**config.mk**
```make
export PLATFORM = sky130hd
export DESIGN_NAME = rtt_estimator_timeout
export DESIGN_NICKNAME = d
export VERILOG_FILES = /design/src/rtte_pkg.sv /design/src/rtt_estimator_timeout.sv /design/src/rtte_datapath.sv
export VERILOG_INCLUDE_DIRS = /design/src /design/src/src
export SDC_FILE = /design/constraint.sdc
export NUM_CORES = 1
export LEC_CHECK = 0
export BUFFER_PORTS_ARGS = -buffer_cell sky130_fd_sc_hd__buf_2
export CORE_MARGIN = 4
export CORE_UTILIZATION = 50
export CTS_BUF_LIST = sky130_fd_sc_hd__clkbuf_2 sky130_fd_sc_hd__clkbuf_4 sky130_fd_sc_hd__clkbuf_8
export CTS_CLUSTER_DIAMETER = 200
export DETAILED_ROUTE_END_ITERATION = 16
export PLACE_DENSITY = 0.68
export SLEW_MARGIN = 20
export SYNTH_ARGS = -nofsm -noshare
export SYNTH_HDL_FRONTEND = slang
export SYNTH_SLANG_ARGS = --single-unit
```
**constraint.sdc**
```tcl
create_clock -name clk -period 18.3 [get_ports clk]
set_input_delay 4.575 -clock clk [delete_from_list [all_inputs] [get_ports clk]]
set_output_delay 4.575 -clock clk [all_outputs]
set_load 0.01 [all_outputs]
```
**src/rtt_estimator_timeout_defines.svh**
```systemverilog
// Assertion macros used by the RTT estimator top level.
`ifndef RTT_ESTIMATOR_TIMEOUT_DEFINES_SVH
`define RTT_ESTIMATOR_TIMEOUT_DEFINES_SVH

// Same-cycle implication, disabled while reset is asserted.
`define RTTE_ASSERT_IMPL(label, clk, rst_n, ante, cons) \
    label: assert property (@(posedge clk) disable iff (!rst_n) (ante) |-> (cons)) \
        else $error("RTT estimator check failed");

// Next-cycle implication, disabled while reset is asserted.
`define RTTE_ASSERT_NEXT(label, clk, rst_n, ante, cons) \
    label: assert property (@(posedge clk) disable iff (!rst_n) (ante) |=> (cons)) \
        else $error("RTT estimator check failed");

`endif

```
**src/rtte_pkg.sv**
```systemverilog
// Types, constants and microcode program of the RTT estimator.
package rtte_pkg;

    localparam int RTT_W  = 24;
    localparam int TMO_W  = 27;
    localparam int GAIN_W = 9;
    localparam int ACC_W  = 32;
    localparam int PC_W   = 3;

    localparam logic [GAIN_W-1:0] GAIN_ONE      = 9'd256;
    localparam logic [GAIN_W-1:0] AVG_GAIN_RST  = 9'd224;
    localparam logic [GAIN_W-1:0] DEV_GAIN_RST  = 9'd192;
    localparam logic [PC_W-1:0]   STEP_WAIT     = 3'd0;
    localparam logic [PC_W-1:0]   STEP_LAST     = 3'd4;

    typedef enum logic
    {
        REG_AVG_GAIN = 1'b0,
        REG_DEV_GAIN = 1'b1
    } reg_index_t;

    typedef enum logic
    {
        GAIN_AVG = 1'b0,
        GAIN_DEV = 1'b1
    } gain_sel_t;

    typedef enum logic [1:0]
    {
        OPND_AVG = 2'd0,
        OPND_RTT = 2'd1,
        OPND_DEV = 2'd2,
        OPND_ERR = 2'd3
    } opnd_sel_t;

    typedef enum logic [1:0]
    {
        ACC_HOLD = 2'd0,
        ACC_LOAD = 2'd1,
        ACC_ADD  = 2'd2
    } acc_op_t;

    typedef struct packed
    {
        logic      wait_in;
        logic      hold_out;
        logic      last;
        gain_sel_t gain_sel;
        logic      gain_inv;
        opnd_sel_t opnd_sel;
        acc_op_t   acc_op;
        logic      wr_avg;
        logic      wr_dev;
    } ucode_t;

    // Program: steps 0 to 3 each multiply one gain factor by one operand; step 4 writes the deviation.
    function automatic ucode_t ucode_rom(input logic [PC_W-1:0] pc);
        ucode_t cw;
        begin
            cw = '{wait_in: 1'b0, hold_out: 1'b0, last: 1'b1, gain_sel: GAIN_AVG,
                   gain_inv: 1'b0, opnd_sel: OPND_AVG, acc_op: ACC_HOLD,
                   wr_avg: 1'b0, wr_dev: 1'b0};
            unique case (pc)
                3'd0:
                begin
                    cw.wait_in  = 1'b1;
                    cw.last     = 1'b0;
                    cw.gain_sel = GAIN_AVG;
                    cw.gain_inv = 1'b1;
                    cw.opnd_sel = OPND_AVG;
                    cw.acc_op   = ACC_LOAD;
                end
                3'd1:
                begin
                    cw.last     = 1'b0;
                    cw.gain_sel = GAIN_AVG;
                    cw.opnd_sel = OPND_RTT;
                    cw.acc_op   = ACC_ADD;
                end
                3'd2:
                begin
                    cw.last     = 1'b0;
                    cw.gain_sel = GAIN_DEV;
                    cw.gain_inv = 1'b1;
                    cw.opnd_sel = OPND_DEV;
                    cw.acc_op   = ACC_LOAD;
                    cw.wr_avg   = 1'b1;
                end
                3'd3:
                begin
                    cw.last     = 1'b0;
                    cw.gain_sel = GAIN_DEV;
                    cw.opnd_sel = OPND_ERR;
                    cw.acc_op   = ACC_ADD;
                end
                3'd4:
                begin
                    cw.hold_out = 1'b1;
                    cw.wr_dev   = 1'b1;
                end
                default:
                begin
                    cw.last = 1'b1;
                end
            endcase
            return cw;
        end
    endfunction

endpackage

```
**src/rtt_estimator_timeout.sv**
```systemverilog
// Top level of the RTT estimator with retransmit timeout.
// Each request carries one round-trip time sample in unsigned Q16.8 ms and yields
// the new smoothed average, the new smoothed deviation and the timeout, which is
// the average plus four times the deviation. One shared 9 by 24 bit
// multiply-accumulate unit works through a five-step microcode program: two
// products for the average and two for the deviation. A sample is accepted only
// at the first step, so a new sample is not accepted until the program has run
// its last step for the previous one and returned to its first step. A result
// waits in an output register; the next sample can be accepted meanwhile, and
// the program holds at its last step only while that register is still full and
// m_tready is low. Gain registers above one are treated as one.
`include "rtt_estimator_timeout_defines.svh"

module rtt_estimator_timeout
    import rtte_pkg::*;
(
    input  logic              clk,
    input  logic              rst_n,
    input  logic              s_tvalid,
    output logic              s_tready,
    input  logic [23:0]       s_tdata,   // rtt_sample[23:0]
    output logic              m_tvalid,
    input  logic              m_tready,
    output logic [79:0]       m_tdata,   // avg_rtt_out[23:0], deviation_out[47:24],
                                         // timeout_out[74:48], zero[79:75]
    input  logic              cfg_wr_en,
    input  logic              cfg_index,
    input  logic [GAIN_W-1:0] cfg_data
);

    logic [PC_W-1:0]   pc_reg;
    logic [PC_W-1:0]   pc_next;
    logic [GAIN_W-1:0] avg_gain_reg;
    logic [GAIN_W-1:0] dev_gain_reg;
    logic              out_valid_reg;
    logic              out_valid_next;
    logic              out_busy;
    logic              go;
    ucode_t            cw;
    logic [RTT_W-1:0]  res_avg;
    logic [RTT_W-1:0]  res_dev;
    logic [TMO_W-1:0]  res_tmo;

    always_ff @(posedge clk or negedge rst_n)
    begin
        if (!rst_n)
        begin
            avg_gain_reg <= AVG_GAIN_RST;
            dev_gain_reg <= DEV_GAIN_RST;
        end
        else if (cfg_wr_en)
        begin
            unique case (reg_index_t'(cfg_index))
                REG_AVG_GAIN: avg_gain_reg <= cfg_data;
                REG_DEV_GAIN: dev_gain_reg <= cfg_data;
                default:      avg_gain_reg <= avg_gain_reg;
            endcase
        end
    end

    always_comb
    begin
        cw       = ucode_rom(pc_reg);
        out_busy = out_valid_reg && !m_tready;
        go       = !(cw.wait_in && !s_tvalid) && !(cw.hold_out && out_busy);
        if (!go)
        begin
            pc_next = pc_reg;
        end
        else if (cw.last)
        begin
            pc_next = STEP_WAIT;
        end
        else
        begin
            pc_next = pc_reg + 3'd1;
        end
        if (go && cw.wr_dev)
        begin
            out_valid_next = 1'b1;
        end
        else if (m_tready)
        begin
            out_valid_next = 1'b0;
        end
        else
        begin
            out_valid_next = out_valid_reg;
        end
    end

    always_ff @(posedge clk or negedge rst_n)
    begin
        if (!rst_n)
        begin
            pc_reg        <= STEP_WAIT;
            out_valid_reg <= 1'b0;
        end
        else
        begin
            pc_reg        <= pc_next;
            out_valid_reg <= out_valid_next;
        end
    end

    rtte_datapath u_datapath
    (
        .clk      (clk),
        .rst_n    (rst_n),
        .cw       (cw),
        .go       (go),
        .rtt_in   (s_tdata),
        .avg_gain (avg_gain_reg),
        .dev_gain (dev_gain_reg),
        .res_avg  (res_avg),
        .res_dev  (res_dev),
        .res_tmo  (res_tmo)
    );

    assign s_tready = cw.wait_in;
    assign m_tvalid = out_valid_reg;
    assign m_tdata  = {5'b00000, res_tmo, res_dev, res_avg};

    `RTTE_ASSERT_IMPL(a_tmo_sum, clk, rst_n, m_tvalid,
        {3'b000, m_tdata[23:0]} + {1'b0, m_tdata[47:24], 2'b00} == m_tdata[74:48])
    `RTTE_ASSERT_NEXT(a_one_at_a_time, clk, rst_n, s_tvalid && s_tready,
        !s_tready && pc_reg == 3'd1)
    `RTTE_ASSERT_IMPL(a_result_from_last, clk, rst_n, $rose(out_valid_reg),
        $past(pc_reg) == STEP_LAST)

endmodule

```
**src/rtte_datapath.sv**
```systemverilog
// Multiply-accumulate datapath, state and result registers of the RTT estimator.
module rtte_datapath
    import rtte_pkg::*;
(
    input  logic              clk,
    input  logic              rst_n,
    input  ucode_t            cw,
    input  logic              go,
    input  logic [RTT_W-1:0]  rtt_in,
    input  logic [GAIN_W-1:0] avg_gain,
    input  logic [GAIN_W-1:0] dev_gain,
    output logic [RTT_W-1:0]  res_avg,
    output logic [RTT_W-1:0]  res_dev,
    output logic [TMO_W-1:0]  res_tmo
);

    logic [RTT_W-1:0]  avg_reg;
    logic [RTT_W-1:0]  dev_reg;
    logic [RTT_W-1:0]  rtt_reg;
    logic [RTT_W-1:0]  err_reg;
    logic [ACC_W-1:0]  acc_reg;
    logic [ACC_W-1:0]  acc_next;
    logic [RTT_W-1:0]  res_avg_reg;
    logic [RTT_W-1:0]  res_dev_reg;
    logic [TMO_W-1:0]  res_tmo_reg;

    logic [GAIN_W-1:0]       gain_clamped;
    logic [GAIN_W-1:0]       factor;
    logic [RTT_W-1:0]        operand;
    logic [RTT_W+GAIN_W-1:0] product;
    logic [RTT_W-1:0]        acc_hi;
    logic [RTT_W-1:0]        err_next;

    always_comb
    begin
        gain_clamped = (cw.gain_sel == GAIN_DEV) ? dev_gain : avg_gain;
        if (gain_clamped > GAIN_ONE)
        begin
            gain_clamped = GAIN_ONE;
        end
        factor = cw.gain_inv ? (GAIN_ONE - gain_clamped) : gain_clamped;
        unique case (cw.opnd_sel)
            OPND_AVG: operand = avg_reg;
            OPND_RTT: operand = rtt_reg;
            OPND_DEV: operand = dev_reg;
            OPND_ERR: operand = err_reg;
            default:  operand = avg_reg;
        endcase
        product = factor * operand;
        unique case (cw.acc_op)
            ACC_LOAD: acc_next = product[ACC_W-1:0];
            ACC_ADD:  acc_next = acc_reg + product[ACC_W-1:0];
            default:  acc_next = acc_reg;
        endcase
        acc_hi   = acc_reg[ACC_W-1:8];
        err_next = (rtt_reg >= acc_hi) ? (rtt_reg - acc_hi) : (acc_hi - rtt_reg);
    end

    always_ff @(posedge clk or negedge rst_n)
    begin
        if (!rst_n)
        begin
            avg_reg <= '0;
            dev_reg <= '0;
        end
        else if (go)
        begin
            if (cw.wr_avg)
            begin
                avg_reg <= acc_hi;
            end
            if (cw.wr_dev)
            begin
                dev_reg <= acc_hi;
            end
        end
    end

    always_ff @(posedge clk)
    begin
        if (go)
        begin
            acc_reg <= acc_next;
            if (cw.wait_in)
            begin
                rtt_reg <= rtt_in;
            end
            if (cw.wr_avg)
            begin
                err_reg <= err_next;
            end
            if (cw.wr_dev)
            begin
                res_avg_reg <= avg_reg;
                res_dev_reg <= acc_hi;
                res_tmo_reg <= {3'b000, avg_reg} + {1'b0, acc_hi, 2'b00};
            end
        end
    end

    assign res_avg = res_avg_reg;
    assign res_dev = res_dev_reg;
    assign res_tmo = res_tmo_reg;

endmodule
```
**Word level (Yosys, flattened, before mapping)**

Index checks and enable logic that the tools add are counted.
W data, S select, Z words.

- Memory bits (writable): 0
- Output and inout bits: 82
- Register bits after elaboration: 225
- Bits in latches: 0
- Memories kept: 0
- ROM bits: 0

- Mux-type cells: 15
- Reduce and logical (&&, ||, !) cells: 22
- Shift-type cells: 0
- Equal/unequal tests: 9
- Bitwise logic cells: 1
- Add/subtract/negate cells: 6
- Multipliers: 1
- Div/mod/pow operators: 0
- Magnitude comparators: 2

Operators with widths:

| kind | number |
|---|---|
| $pmux W24 S4 | 1 |
| $pmux W32 S2 | 1 |
| $sub A24 B24 Y24 | 2 |
| $add A32 B32 Y32 | 1 |
| $mul A9 B24 Y32 | 1 |
| $add A24 B26 Y27 | 1 |
| $mux W9 | 3 |
| $ge A24 B24 Y1 | 1 |
| $mux W24 | 1 |
| $pmux W4 S4 | 1 |
| $reduce_and A2 Y1 | 6 |
| $gt A9 B9 Y1 const B | 1 |
| $sub A9 B9 Y9 const A | 1 |
| $mux W1 | 7 |
| $eq A2 B2 Y1 const B | 3 |
| $eq A3 B2 Y1 const B | 2 |
| $logic_and A1 B1 Y1 | 5 |
| $eq A2 B1 Y1 const B | 2 |
| $logic_not A1 Y1 | 4 |
| $reduce_bool A2 Y1 | 2 |
| $reduce_or A2 Y1 | 2 |
| $reduce_or A4 Y1 | 1 |
| $add A3 B1 Y3 const B | 1 |
| $eq A3 B1 Y1 const B | 1 |
| 5 further kinds | 5 |

**Longest topological paths before layout**

- Word-level depth: 11
- Depth in mapped cells: 44
- Depth with buffers taken out: 42

**Hierarchy**

Synthesis repeated with hierarchy kept, for this count alone.

- Cells, all modules: 2085
- Area total of the unflattened synthesis: 20275.7 sq um

Modules (own cells, without submodules):

| module | cells each | sequential area each (sq um) | times used | area an instance (sq um) |
|---|---|---|---|---|
| rtte_datapath | 2010 | 5795.6 | 1 | 19229.7 |
| rtt_estimator_timeout | 75 | 556.8 | 1 | 1046.0 |

**Least setup slack after synthesis**

Ideal clock, no wire load.

- Kind: flip-flop to flip-flop
- From: register pc_reg[0]
- To: register u_datapath.acc_reg[29], data pin
- Setup slack: 8.999 ns
- Required time: 18.040 ns
- Buffers on the path: 1
- Arrival time: 9.041 ns
- Clock period less this slack: 9.301 ns
- Cell stages (with the launch flop): 40
- Cells stage by stage: dfrtp_1 ha_1 ha_1 a21oi_4 mux2i_1 a21boi_4 or2_2 ha_1 nand2_1 nor2_1 a2111oi_0 a21oi_1 clkbuf_1 nor2_1 fa_1 fa_1 fa_1 inv_1 (+4 left out) a21o_1 a2111oi_2 o21bai_1 a21o_1 a21o_1 a21oi_1 xnor2_1 ha_1 nand4_1 nor2_1 nand3_1 nor4_1 a311oi_1 nor3_1 a21o_1 a21oi_1 xnor2_1 mux2_2

- Longest elaborated chain between the ends: 11

RTL lines:

| what | RTL line | source |
|---|---|---|
| start: declaration | rtt_estimator_timeout.sv:31 | `logic [PC_W-1:0] pc_reg;` |
| start signal: assignment | rtt_estimator_timeout.sv:101 | `pc_reg <= pc_next;` |
| $eq A3 B2 Y1 | rtte_pkg.sv:63 | `unique case (pc)` |
| $reduce_or A2 Y1 (no source line) | - |  |
| $mux W1 | rtte_pkg.sv:63 |  |
| $mux W9 | rtte_datapath.sv:36 | `gain_clamped = (cw.gain_sel == GAIN_DEV) ? dev_gain : avg_gain;` |
| $gt A9 B9 Y1 | rtte_datapath.sv:37 | `if (gain_clamped > GAIN_ONE)` |
| $mux W9 | rtte_datapath.sv:37 |  |
| $sub A9 B9 Y9 | rtte_datapath.sv:41 | `factor = cw.gain_inv ? (GAIN_ONE - gain_clamped) : gain_clamped;` |
| $mux W9 | rtte_datapath.sv:41 |  |
| $mul A9 B24 Y32 | rtte_datapath.sv:49 | `product = factor * operand;` |
| $add A32 B32 Y32 | rtte_datapath.sv:52 | `ACC_ADD: acc_next = acc_reg + product[ACC_W-1:0];` |
| $pmux W32 S2 (*) | rtte_datapath.sv:50 | `unique case (cw.acc_op)` |
| net u_datapath.acc_next[29] | rtte_datapath.sv:22 | `logic [ACC_W-1:0] acc_next;` |
| end signal: assignment | rtte_datapath.sv:83 | `acc_reg <= acc_next;` |
| end: declaration | rtte_datapath.sv:21 | `logic [ACC_W-1:0] acc_reg;` |

The timed path passes the listed nets; every way through them passes the cells marked *.
A chain may end at the register's enable or synchronous reset.

**Worst setup path in the final report**

- From: register pc_reg[0]
- To: register u_datapath.acc_reg[31], data pin

The elaborated chain is that of the path after synthesis.

==> impl.org <==
** Global routing
- Global-route wire length before repair :: between 80000 and 90000 um
- Pin count of the biggest net entering global routing :: 64
- Congestion Overflow GR :: 0
- Total global routing track utilization :: between 20 and 30%
- The initial antenna violation count was 0.
- Vias in the first global route :: 15700

** Die
- I/O pins :: roughly 120
- Die span in y :: 210 um
- Once the floorplan was initialized, standard cells occupied 50.9% of the core.
- Placement row count :: 73
- Area of the core :: 40000 um^2
- Measured along the x axis, the die boundary spans 210 um.
- The die covers ~44000 um^2.

** Synth
- Yosys mapped the design onto 81 distinct sky130hd cell types.
- Count of flip-flops with a built-in enable after synthesis :: 153
- Summed over all instances, the cell type with the most area after synthesis is edfxtp_1.
- Async set-or-reset flop fraction in the synthesized netlist :: 31.4%
- Synth Flop Type :: edfxtp_1
- Cells taking the most area after synthesis :: edfxtp_1, fa_1, ha_1
- In the synthesized netlist, the number of instances is 2074.
- In this run, synthesis produced a sequential element count of 223.
- Portion of synthesized cell area occupied by the leading cell type :: a little under a quarter
- The average instance in the mapped netlist occupies 9.82 um^2.
- Post-Syn Area :: 20400 um^2
- inv_1 is the most common cell in the netlist.
- Sequential fraction of the synthesis area :: 31.2%
- Counting instances in the post-synthesis netlist gives the leading cell types as inv_1, nor2_1, ha_1, fa_1, edfxtp_1.
- Ys Warns :: 0

** Outcome
- Run status :: finished clean

** Detailed routing
- The detail route stage leaves a number of antenna-violating nets equal to 0.
- Iter 0 DRT Violations :: 1300
- In the final routed layout, each cell accounts on average for 20.7 um.
- The detailed router put a total of approximately 25000 um of wire on met1.
- Dividing the detail-routed via count by the number of cells gives 5.76.
- Total length of routed met2 wires :: approximately 26000 um
- The first TritonRoute pass finished after 5 iterations.
- The highest metal layer carrying signal wires in the routed design is met4.
- In the routed design, unresolved DRC markers number 0.
- Detailed routing placed a total of 4090 um of wire on met3.
- Detailed routing inserted a total of 15800 vias.
- For this block, the routed nets add up to 56800 um of wire.

** Final layout
- The repair_antennas step left the layout with diodes totalling 0.
- Summing all multi-input logic gate instances after layout gives 12700 um^2.
- Net total in the final layout :: 2555
- In the final layout, the share of cells above drive strength 1 is 16.1%.
- Summing all flip-flop and latch instances after layout gives roughly 6400 um^2.
- The register with the most flip-flops in the layout has 32 of them.
- Final core utilization :: 56.3%
- Filler Cell Count :: 3479
- Post-synthesis to final-layout area growth :: 10.5%

** STA
- Total Neg Setup Slack :: 0 ps
- The total count of hold-check failures in the final report was 0.
- Final worst-path cycle share :: 61.8%
- For the finished layout, the period the worst path requires is about 11000 ps.
- RSZ-0062 raised after global routing :: no
- Achievable frequency :: 0.0885 GHz
- The tightest hold path in the finished design has a slack of ~490 ps.
- Slew HR :: a little over a third
- Setup violations remaining at the end of the flow were counted as 0.
- Maximum clock skew at final layout :: 16.8 ps
- For the pin with the worst max-slew slack, the measured transition is 960 ps.
- The final count of pins violating max slew is 0.

** Clock tree
- Clock latency on the worst-skew pair :: 620 ps
- Count of H-tree levels built during CTS :: 2
- Hold repair after CTS inserted 0 buffers.
- Clock sink count :: 223
- Count of cells resized by post-cts repair :: 0
- In this run the post-CTS setup repair buffer count came out at 0.
- The clock passes through at most 3 buffers.
- Post-CTS clock slew at the launch and capture registers of the worst setup and hold paths :: ~60 ps
- TritonCTS built the clock tree.
- Buffers inserted during clock tree synthesis total 40.
- Root buffer cell :: clkbuf_8

** Worst setup path
- STA puts the critical path data arrival time at roughly 12000 ps.
- CP Max Fanout :: between 60 and 70
- Counting stages on the worst path, the most repeated cell is ha_1.
- Nature of the critical path startpoint :: flop
- Largest delay share family, worst path :: adder cells
- Data required time at the worst endpoint :: 18670 ps
- The largest single stage delay on the critical path is 770 ps.
- For this design, the slowest cell found on the critical path is nor3_1.
- The critical path in this run is classified as flop to flop.
- Together, buffers and inverters on the worst path number 7.
- The worst setup path is captured at a flop.

** Placement
- IO Port Bufs :: 115
- Detail Placement HPWL :: approximately 44000 um
- Routability-driven placement finished with a final weighted congestion of approximately 0.96.

** Flow run
- Max-Cap Viols :: 0

** Worst hold path
- The path class of the tightest hold or removal check is flop to flop.
metal layers:
| layer | track usage [%] | vias to the layer above |
|---|---|---|
| li1 | - | 7322 |
| met4 | 7.00 | 0 |
| met2 | 41.3 | 587 |
| met3 | 4.22 | 83 |
| met5 | 0 | - |
| met1 | 36.1 | 7843 |
metrics by stage:
stage / setup slack, ps / area, um^2 / cells
final: 7000 / 22500 / 2751
after global routing: 6290 / 22500 / 2751
after CTS: 7170 / 22500 / 2750
after detailed placement: 7200 / 21600 / 2677
after global placement: 7520 / 21600 / 2677
after floorplan: 9000 / 20400 / 2078
layout by cell type (no fill, tap or decap), drive strengths merged, types with 19 or more instances in the layout:
master	count
mux2	99
nand2	131
and2	25
xnor2	70
fa	158
dfrtp	65
a31oi	29
o21bai	21
buf	149
inv	279
a21o	55
ha	163
nor2b	22
nand2b	40
nor3	26
o21ai	73
a21oi	140
edfxtp	153
nand3	25
nor2	212
o22ai	19
xor2	29
clkbuf	52
mux2i	26
worst register-to-register path, delay by kind of cell, from the launching register on:
kind	cells	cell delay [ps]
adders and majority gates	9	3550
AOI/OAI and AO/OA	12	2610
and+or+nand+nor	10	2180
buffers and inverters	7	1440
muxes	2	590
DFF	1	420
xor gates and xnor gates	2	260
path summary, 6_finish.rpt:
kind                            slack (ps)             startpoint                     end  cells after the start
worst min register to register         490  u_datapath.avg_reg[1]   u_datapath.res_tmo[1]                      0
worst max register to register        7000              pc_reg[0]  u_datapath.acc_reg[31]                     42
worst max-delay path                  7000              pc_reg[0]  u_datapath.acc_reg[31]                     42
max in group asynchronous            13470                  rst_n  u_datapath.avg_reg[10]                      2
min in group asynchronous             3770                  rst_n         dev_gain_reg[5]                      1
worst min-delay path                   490  u_datapath.avg_reg[1]   u_datapath.res_tmo[1]                      0
final cells by class:
class	instances	area share, %
Inverter	277	4.62
Multi-Input combinational cell	1504	56.4
Timing Repair Buffer	149	3.79
Tap cell	525	2.92
Clock inverter	21	1.06
Sequential cell	223	28.2
Clock buffer	52	2.98
cell families after synthesis:
family / after synthesis / synth area share [%]
xor gates and xnor gates: 99 / 4.26
DFF: 223 / 31.2
buffers and inverters: 351 / 6.82
muxes: 125 / 6.77
adders and majority gates: 321 / 25.5
and+or+nand+nor: 517 / 11.5
AOI/OAI and AO/OA: 437 / 13.9
other: 1 / 0.0184
Power is left out: the tool's default activity adds up to more than one toggle a clock period on the data nets, which glitch-free logic cannot reach.
